**src/rtl/lia_pkg.sv**
```systemverilog
`timescale 1ns / 1ps
// ----------------------------------------------------------------------------
// lia_pkg: shared types and constants for the line input assembler
// Character codes, phase encoding, result/state structs and the limit cap.
// ----------------------------------------------------------------------------
package lia_pkg;

  localparam int unsigned BUF_DEPTH_DEF = 64;
  localparam int unsigned IDX_W         = 7;
  localparam int unsigned BYTE_W        = 8;
  localparam int unsigned TDATA_W       = 24;

  localparam logic [BYTE_W-1:0] CH_BANG = 8'h21;
  localparam logic [BYTE_W-1:0] CH_LF   = 8'h0A;
  localparam logic [BYTE_W-1:0] CH_BS   = 8'h08;

  localparam logic [IDX_W-1:0] BUTTON_LEN      = 7'd4;
  localparam logic [IDX_W-1:0] LINE_LIMIT_RST  = 7'd64;
  localparam logic [IDX_W-1:0] IDX_MAX         = 7'd127;

  localparam logic KIND_TEXT   = 1'b0;
  localparam logic KIND_BUTTON = 1'b1;

  typedef enum logic [1:0] {
    PH_IDLE   = 2'd0,
    PH_TEXT   = 2'd1,
    PH_BUTTON = 2'd2
  } lia_phase_t;

  typedef struct packed {
    logic              write_enable;
    logic [IDX_W-1:0]  write_index;
    logic [BYTE_W-1:0] write_data;
    logic              echo_backspace;
    logic              message_done;
    logic              message_kind;
    logic [IDX_W-1:0]  message_length;
  } lia_result_t;

  typedef struct packed {
    lia_phase_t       phase;
    logic [IDX_W-1:0] kept_count;
  } lia_state_t;

  // Highest usable line limit: buffer depth, capped so the terminator fits.
  function automatic logic [IDX_W-1:0] limit_cap(input int unsigned depth);
    logic [IDX_W-1:0] cap;
    if (depth > 127) begin
      cap = IDX_MAX;
    end else begin
      cap = IDX_W'(depth);
    end
    return cap;
  endfunction

endpackage

```
**src/rtl/lia_step.sv**
```systemverilog
`timescale 1ns / 1ps
// ----------------------------------------------------------------------------
// lia_step: per-byte decode
// Computes the next phase/count and the write command for one received byte.
// ----------------------------------------------------------------------------
module lia_step #(
  parameter int unsigned BUF_DEPTH = lia_pkg::BUF_DEPTH_DEF
) (
  input  lia_pkg::lia_state_t              state,
  input  logic [lia_pkg::IDX_W-1:0]        line_limit,
  input  logic [lia_pkg::BYTE_W-1:0]       rx_byte,
  output lia_pkg::lia_state_t              state_next,
  output lia_pkg::lia_result_t             result
);

  localparam logic [lia_pkg::IDX_W-1:0] LIMIT_CAP = lia_pkg::limit_cap(BUF_DEPTH);

  logic [lia_pkg::IDX_W-1:0] eff_limit;
  logic [lia_pkg::IDX_W-1:0] kept_inc;
  logic                      in_text;   // byte belongs to a text line
  logic [lia_pkg::IDX_W-1:0] text_kept; // count seen by a text-line byte

  assign eff_limit = (line_limit > LIMIT_CAP) ? LIMIT_CAP : line_limit;
  assign kept_inc  = state.kept_count + 7'd1;
  assign in_text   = (state.phase == lia_pkg::PH_TEXT) || (rx_byte != lia_pkg::CH_BANG);
  assign text_kept = (state.phase == lia_pkg::PH_TEXT) ? state.kept_count : '0;

  // next state
  always_comb begin
    state_next = state;
    unique case (state.phase)
      lia_pkg::PH_BUTTON: begin
        if (state.kept_count >= lia_pkg::BUTTON_LEN) begin
          state_next.phase      = lia_pkg::PH_IDLE;
          state_next.kept_count = '0;
        end else begin
          state_next.kept_count = kept_inc;
        end
      end
      default: begin
        if (!in_text) begin
          state_next.phase      = lia_pkg::PH_BUTTON;
          state_next.kept_count = 7'd1;
        end else if (rx_byte == lia_pkg::CH_LF) begin
          state_next.phase      = lia_pkg::PH_IDLE;
          state_next.kept_count = '0;
        end else if (rx_byte == lia_pkg::CH_BS) begin
          state_next.phase      = lia_pkg::PH_TEXT;
          state_next.kept_count = (text_kept != '0) ? text_kept - 7'd1 : '0;
        end else begin
          state_next.phase      = lia_pkg::PH_TEXT;
          state_next.kept_count = (text_kept < eff_limit) ? text_kept + 7'd1 : text_kept;
        end
      end
    endcase
  end

  // result
  always_comb begin
    result = '0;
    unique case (state.phase)
      lia_pkg::PH_BUTTON: begin
        result.write_enable = 1'b1;
        result.write_index  = state.kept_count;
        result.write_data   = rx_byte;
        if (state.kept_count >= lia_pkg::BUTTON_LEN) begin
          result.message_done   = 1'b1;
          result.message_kind   = lia_pkg::KIND_BUTTON;
          result.message_length = lia_pkg::BUTTON_LEN;
        end
      end
      default: begin
        if (!in_text) begin
          result.write_enable = 1'b1;
          result.write_data   = rx_byte;
        end else if (rx_byte == lia_pkg::CH_LF) begin
          result.write_enable   = 1'b1;
          result.write_index    = text_kept;
          result.message_done   = 1'b1;
          result.message_kind   = lia_pkg::KIND_TEXT;
          result.message_length = text_kept;
        end else if (rx_byte == lia_pkg::CH_BS) begin
          result.echo_backspace = (text_kept != '0);
        end else if (text_kept < eff_limit) begin
          result.write_enable = 1'b1;
          result.write_index  = text_kept;
          result.write_data   = rx_byte;
        end
      end
    endcase
  end

endmodule

```
**src/rtl/lia_outbuf.sv**
```systemverilog
`timescale 1ns / 1ps
// ----------------------------------------------------------------------------
// lia_outbuf: result register
// Holds one result; refills in the same cycle the held one is taken.
// ----------------------------------------------------------------------------
module lia_outbuf (
  input  logic                 clk,
  input  logic                 rst,
  input  logic                 load,
  input  lia_pkg::lia_result_t load_data,
  output logic                 load_ready,
  output logic                 out_valid,
  input  logic                 out_ready,
  output lia_pkg::lia_result_t out_data
);

  assign load_ready = !out_valid || out_ready;

  always_ff @(posedge clk) begin
    if (rst) begin
      out_valid <= 1'b0;
    end else if (load_ready) begin
      out_valid <= load;
    end
  end

  always_ff @(posedge clk) begin
    if (load && load_ready) begin
      out_data <= load_data;
    end
  end

endmodule

```
**src/rtl/line_input_assembler_top.sv**
```systemverilog
`timescale 1ns / 1ps
// ----------------------------------------------------------------------------
// line_input_assembler_top: serial line / button packet assembler
// Turns received bytes into buffer write commands and message-done reports.
// ----------------------------------------------------------------------------
// Result: registered, out in the cycle after its byte is accepted.
// Throughput: 1 byte per cycle while results are taken; short decode
//   logic sits between the phase/count registers and the result register.
// Backpressure: a byte is taken while the result register is empty or drained.
// Reset (rst, synchronous): phase idle, count 0, line_limit 64, result empty.
// ----------------------------------------------------------------------------
module line_input_assembler_top #(
  parameter int unsigned BUF_DEPTH = lia_pkg::BUF_DEPTH_DEF
) (
  input  logic        clk,
  input  logic        rst,
  // line_limit write channel
  input  logic        cfg_valid,
  output logic        cfg_ready,
  input  logic [6:0]  cfg_data,      // [6:0] line_limit
  // received bytes
  input  logic        s_axis_tvalid,
  output logic        s_axis_tready,
  input  logic [7:0]  s_axis_tdata,  // [7:0] rx_byte
  // write commands / message reports
  output logic        m_axis_tvalid,
  input  logic        m_axis_tready,
  output logic [lia_pkg::TDATA_W-1:0] m_axis_tdata,
                                     // [0] write_enable, [7:1] write_index,
                                     // [15:8] write_data, [16] echo_backspace,
                                     // [23:17] message_length
  output logic        m_axis_tlast,  // message_done
  output logic        m_axis_tuser   // message_kind (0 text, 1 button)
);

  localparam logic [lia_pkg::IDX_W-1:0] LIMIT_CAP = lia_pkg::limit_cap(BUF_DEPTH);

  lia_pkg::lia_state_t        state;
  lia_pkg::lia_state_t        state_next;
  lia_pkg::lia_result_t       step_result;
  lia_pkg::lia_result_t       res;
  logic [lia_pkg::IDX_W-1:0]  line_limit;
  logic                       in_accept;

  // Always ready; a new limit applies from the next byte on.
  assign cfg_ready = 1'b1;

  always_ff @(posedge clk) begin
    if (rst) begin
      line_limit <= lia_pkg::LINE_LIMIT_RST;
    end else if (cfg_valid && cfg_ready) begin
      line_limit <= cfg_data;
    end
  end

  assign in_accept = s_axis_tvalid && s_axis_tready;

  // Phase and kept count advance on every accepted byte.
  always_ff @(posedge clk) begin
    if (rst) begin
      state.phase      <= lia_pkg::PH_IDLE;
      state.kept_count <= '0;
    end else if (in_accept) begin
      state <= state_next;
    end
  end

  lia_step #(
    .BUF_DEPTH (BUF_DEPTH)
  ) u_step (
    .state      (state),
    .line_limit (line_limit),
    .rx_byte    (s_axis_tdata),
    .state_next (state_next),
    .result     (step_result)
  );

  lia_outbuf u_outbuf (
    .clk        (clk),
    .rst        (rst),
    .load       (s_axis_tvalid),
    .load_data  (step_result),
    .load_ready (s_axis_tready),
    .out_valid  (m_axis_tvalid),
    .out_ready  (m_axis_tready),
    .out_data   (res)
  );

  // Pack the result; message_done and message_kind ride on tlast / tuser.
  assign m_axis_tdata = {res.message_length, res.echo_backspace, res.write_data,
                         res.write_index, res.write_enable};
  assign m_axis_tlast = res.message_done;
  assign m_axis_tuser = res.message_kind;

`ifndef SYNTH
  // Kept count can never pass the buffer-derived cap.
  a_kept_cap: assert property (@(posedge clk) disable iff (rst)
    state.kept_count <= LIMIT_CAP)
    else $error("kept_count above limit cap");

  // Inside a button packet the count stays within the packet body.
  a_button_count: assert property (@(posedge clk) disable iff (rst)
    state.phase == lia_pkg::PH_BUTTON |->
      (state.kept_count >= 7'd1 && state.kept_count <= lia_pkg::BUTTON_LEN))
    else $error("button packet count out of range");

  // A completed text line always writes its zero terminator.
  a_text_term: assert property (@(posedge clk) disable iff (rst)
    (m_axis_tvalid && res.message_done && res.message_kind == lia_pkg::KIND_TEXT) |->
      (res.write_enable && res.write_data == '0 && res.write_index == res.message_length))
    else $error("text line completed without terminator");

  // A backspace echo never comes with a write or a completion.
  a_echo_alone: assert property (@(posedge clk) disable iff (rst)
    (m_axis_tvalid && res.echo_backspace) |-> (!res.write_enable && !res.message_done))
    else $error("backspace echo combined with write");
`endif

endmodule

```
**config.mk**
```make
export PLATFORM = sky130hd
export DESIGN_NAME = line_input_assembler_top
export DESIGN_NICKNAME = d
export VERILOG_FILES = /design/src/rtl/lia_pkg.sv /design/src/rtl/lia_step.sv /design/src/rtl/lia_outbuf.sv /design/src/rtl/line_input_assembler_top.sv
export SDC_FILE = /design/constraint.sdc
export NUM_CORES = 1
export LEC_CHECK = 0
export ABC_AREA = 1
export BUFFER_PORTS_ARGS = -buffer_cell sky130_fd_sc_hd__buf_4
export CAP_MARGIN = 20
export CORE_MARGIN = 2
export CORE_UTILIZATION = 34
export DETAILED_ROUTE_END_ITERATION = 7
export SKIP_LAST_GASP = 1
export SLEW_MARGIN = 10
export SYNTH_ARGS = -nofsm -noshare
export SYNTH_HDL_FRONTEND = slang
export SYNTH_SLANG_ARGS = --single-unit
```
**constraint.sdc**
```tcl
create_clock -name clk -period 4.1 [get_ports clk]
set_clock_uncertainty 0.2 [all_clocks]
set_input_delay 0.82 -clock clk [delete_from_list [all_inputs] [get_ports clk]]
set_output_delay 0.82 -clock clk [all_outputs]
set_load 0.02 [all_outputs]
```
==> summary.txt <==
Placed design
  • Cell Count Post-Placement: 452
  • Total half-perimeter wirelength after legalization and detailed placement: 4130 um
  • Total of buffers placed on input and output ports: 47
  • Routability Congestion: 0.824

Job
  • Max-capacitance violation count: 0

Synthesis
  • Multiplexer fraction of the synthesized cell area: 0
  • Average footprint of a synthesized cell: 8.24 um2
  • Post-synthesis compound-gate area fraction: 0.0928
  • Combined area of all synthesized cells: 2550 um2
  • Synth Area in Adders: 0.0540
  • Main combinational cell family by area after synthesis: simple AND/OR/NAND/NOR gates
  • Register bit count reported by yosys: 43
  • Count of mapped cells out of synthesis: 309
  • Count of distinct cell types in the synthesized netlist: 32
  • Number of warnings reported in the yosys synthesis log: 0
  • Xor and xnor fraction of the mapped netlist area: 0.0103
  • Post-Syn Nets: 340
  • Sequential area share after synthesis: 0.440
  • Share of synthesized cell area in and, or, nand and nor gates: 0.313

Drt
  • Residual DRC: 0
  • Routed length per instance: 12.1 um
  • Aggregate routed wire length: 5550 um
  • Detailed-routing iteration count for the pre-antenna-repair pass: 4
  • Count of routing violations after the opening detailed-route iteration: 161
  • Vias: 2,116
  • Vias per std cell: 4.60
  • Antenna-violating nets left: 0

Floorplanning
  • Core region area: 7250 um2
  • I/O Pins: 49
  • Total die area: 8200 um2
  • Number of cell rows: 31
  • X dimension of the die: 90.6 um
  • Chip height: 90.6 um
  • Initial cell density of the core: 0.351

Power
  • Switching power: 311 uW
  • Comb pwr share: 0.208
  • Switching portion of total power: 0.292
  • Peak ir drop on the vdd network: 0.000135 V
  • Seq pwr share: 0.473
  • Leakage power figure: 0.00147 uW
  • Cell Pwr Density: 343 nW/um2
  • Internal portion of total power: 755 uW
  • Pwr Total: 1070 uW
  • Part of the power in the clock network: 0.318

Clock tree
  • H-tree depth: 2
  • Total of hold buffers inserted after clock tree synthesis: 0
  • Clock Sink Count: 43
  • Quantity of gates resized following cts: 0
  • Num CTS Buffers: 5
  • Insertion delay to the later sink of the worst-skew pair: 300 ps
  • CTS tree: done
  • Setup fix buffers added after clock tree synthesis: 0
  • Clk pin slew, worst setup/hold paths: 90 ps
  • Clock root buffer: sky130_fd_sc_hd__clkbuf_8
  • Deepest clock path buffer count: 2

Global routing
  • Wire length of the first global-routing pass: 9590 um
  • Initial antenna violation count: 0
  • Gr ovfl total: 0
  • Via count of the first global-routing pass: 2,050
  • Pin count of the biggest net entering global routing: 41
  • Overall fraction of global-route tracks in use: 0.145

Critical path
  • Worst R2R Start: state[7]
  • Sort of element at the end of the critical path: flop
  • Required time at the worst-slack endpoint: 4090 ps
  • Start-to-end type of the worst setup path: reg2reg
  • Largest stage delay, worst path: 520 ps
  • Sum of buffers and inverters on the critical path: 1
  • Slowest stage cell, crit path: sky130_fd_sc_hd__dfxtp_1
  • Cell type group with the largest total delay on the critical path: simple AND/OR/NAND/NOR gates
  • Type of element launching the critical path: flop
  • CP Data Arrival Time: 2720 ps
  • Cell breakdown of the critical path: nand2_4 -> nor2_4 -> ha_1 -> nand2_1 -> inv_1 -> nand2_1 -> nand3_1 -> a21oi_4 -> ha_1 -> nand2_1 -> o21ai_1 -> nand2_1 -> a21oi_1
  • Crit-path max FO: 7
  • Launching instance or port of the critical path: state[7]
  • Critical path's most frequent cell: sky130_fd_sc_hd__nand2_1

Final layout
  • Net count of the finished layout: 391
  • Fraction of final layout cells sized beyond drive strength 1: 0.269
  • Post-layout instance count excluding filler cells: 460
  • Most used cells in the layout excluding fill and tap cells: sky130_fd_sc_hd__nand2_1 (69), sky130_fd_sc_hd__buf_4 (48), sky130_fd_sc_hd__inv_1 (44)
  • Inserted Diodes: 0
  • Leading cell type in the layout, fill and taps excluded: sky130_fd_sc_hd__nand2_1
  • Fillcell total: 724
  • Synth-to-layout area growth: 22.1%

Hold path
  • Hold/Removal Path Class: reg2reg
  • Source of the worst hold timing path: line_limit[0]

Timing
  • Maximum operating frequency: 0.367 GHz
  • Post-route minimum period: 2730 ps
  • Final Cycle Share: 0.665
  • Hold Violations, Final: 0
  • TNS Setup: 0 ps
  • Setup repair after global routing missed its margin: no
  • Number of endpoints failing setup at the final stage: 0
  • Total count of max-transition violations in the final report: 0

Run status
  • Run status: finished, final reports clean
==> synthesized netlist by cell type, drive strengths merged <==
library cell / n / area [um2]
a211oi: 1 / 7.51
a21oi: 18 / 131
buf: 3 / 30.0
clkbuf: 1 / 3.75
conb: 1 / 3.75
dfxtp: 17 / 340
edfxtp: 26 / 781
ha: 11 / 138
inv: 50 / 190
nand2: 78 / 330
nand3: 24 / 140
nand4: 5 / 31.3
nor2: 47 / 268
nor3: 3 / 15.0
nor3b: 1 / 7.51
o211ai: 1 / 7.51
o21ai: 18 / 90.1
or2: 1 / 6.26
xnor2: 2 / 17.5
xor2: 1 / 8.76
==> registers in the layout (all words and copies together), names as in the netlist <==
register and cells:
line_limit 7, u_outbuf.out_data 26, state 9, u_outbuf.out_valid 1
==> final timing paths <==
path / end / slack [ps] / cells after the start
min reg2reg: line_limit[0] / 260 / 2
min: line_limit[0] / 260 / 2
max reg2reg: state[0] / 1370 / 13
max: state[0] / 1370 / 13
==> cell type report <==
| class | instances | area [um2] | share of cell area |
|---|---|---|---|
| clock inverter | 3 | 43.8 | 0.0141 |
| tap | 99 | 124 | 0.0398 |
| sequential | 43 | 1120 | 0.360 |
| multi-input combinational | 212 | 1200 | 0.387 |
| inverter | 50 | 190 | 0.0611 |
| timing repair buffer | 48 | 360 | 0.116 |
| clock buffer | 5 | 68.8 | 0.0221 |
==> through the flow <==
step,hold WS (ps),utilization,setup WS (ps),instance area [um2]
2_1_floorplan,235,-,1750,2550
3_3_place_gp,250,0.413,1410,3000
3_5_place_dp,255,0.413,1350,3000
4_1_cts,268,0.429,1390,3110
5_1_grt,297,0.429,1170,3110
6_report,264,0.429,1370,3110
==> tightest hold or removal path, delay by kind of cell (launching register included) <==
| kind | cells | cell delay (ps) |
|---|---|---|
| AO/OA/AOI/OAI | 1 | 60 |
| buffers and inverters | 1 | 60 |
| flip-flops | 1 | 300 |
==> cell families after synthesis <==
group           count (synthesis)
xor+xnor                        3
simple gates                  159
fa+ha+maj                      11
flops                          43
buf+inv                        54
other cells                     1
compound gates                 38
==> layer usage <==
layer,share of wire,vias up,global-route usage,wire (um)
li1,-,1089,-,-
met1,0.45,961,0.179,2510
met2,0.48,60,0.246,2670
met3,0.053,6,0.0351,293
met4,0.013,0,0.0474,74
met5,0,-,0,0
==> power by group through the flow <==
stage | logic [uW] | registers [uW] | clock network, uW
after floorplan | 130 | 536 | 0
after global routing | 247 | 509 | 363
after global placement | 220 | 514 | 0
final | 222 | 504 | 339
after detailed placement | 223 | 514 | 0
after CTS | 224 | 505 | 349
No activity file was read; power rests on OpenSTA's default activity.
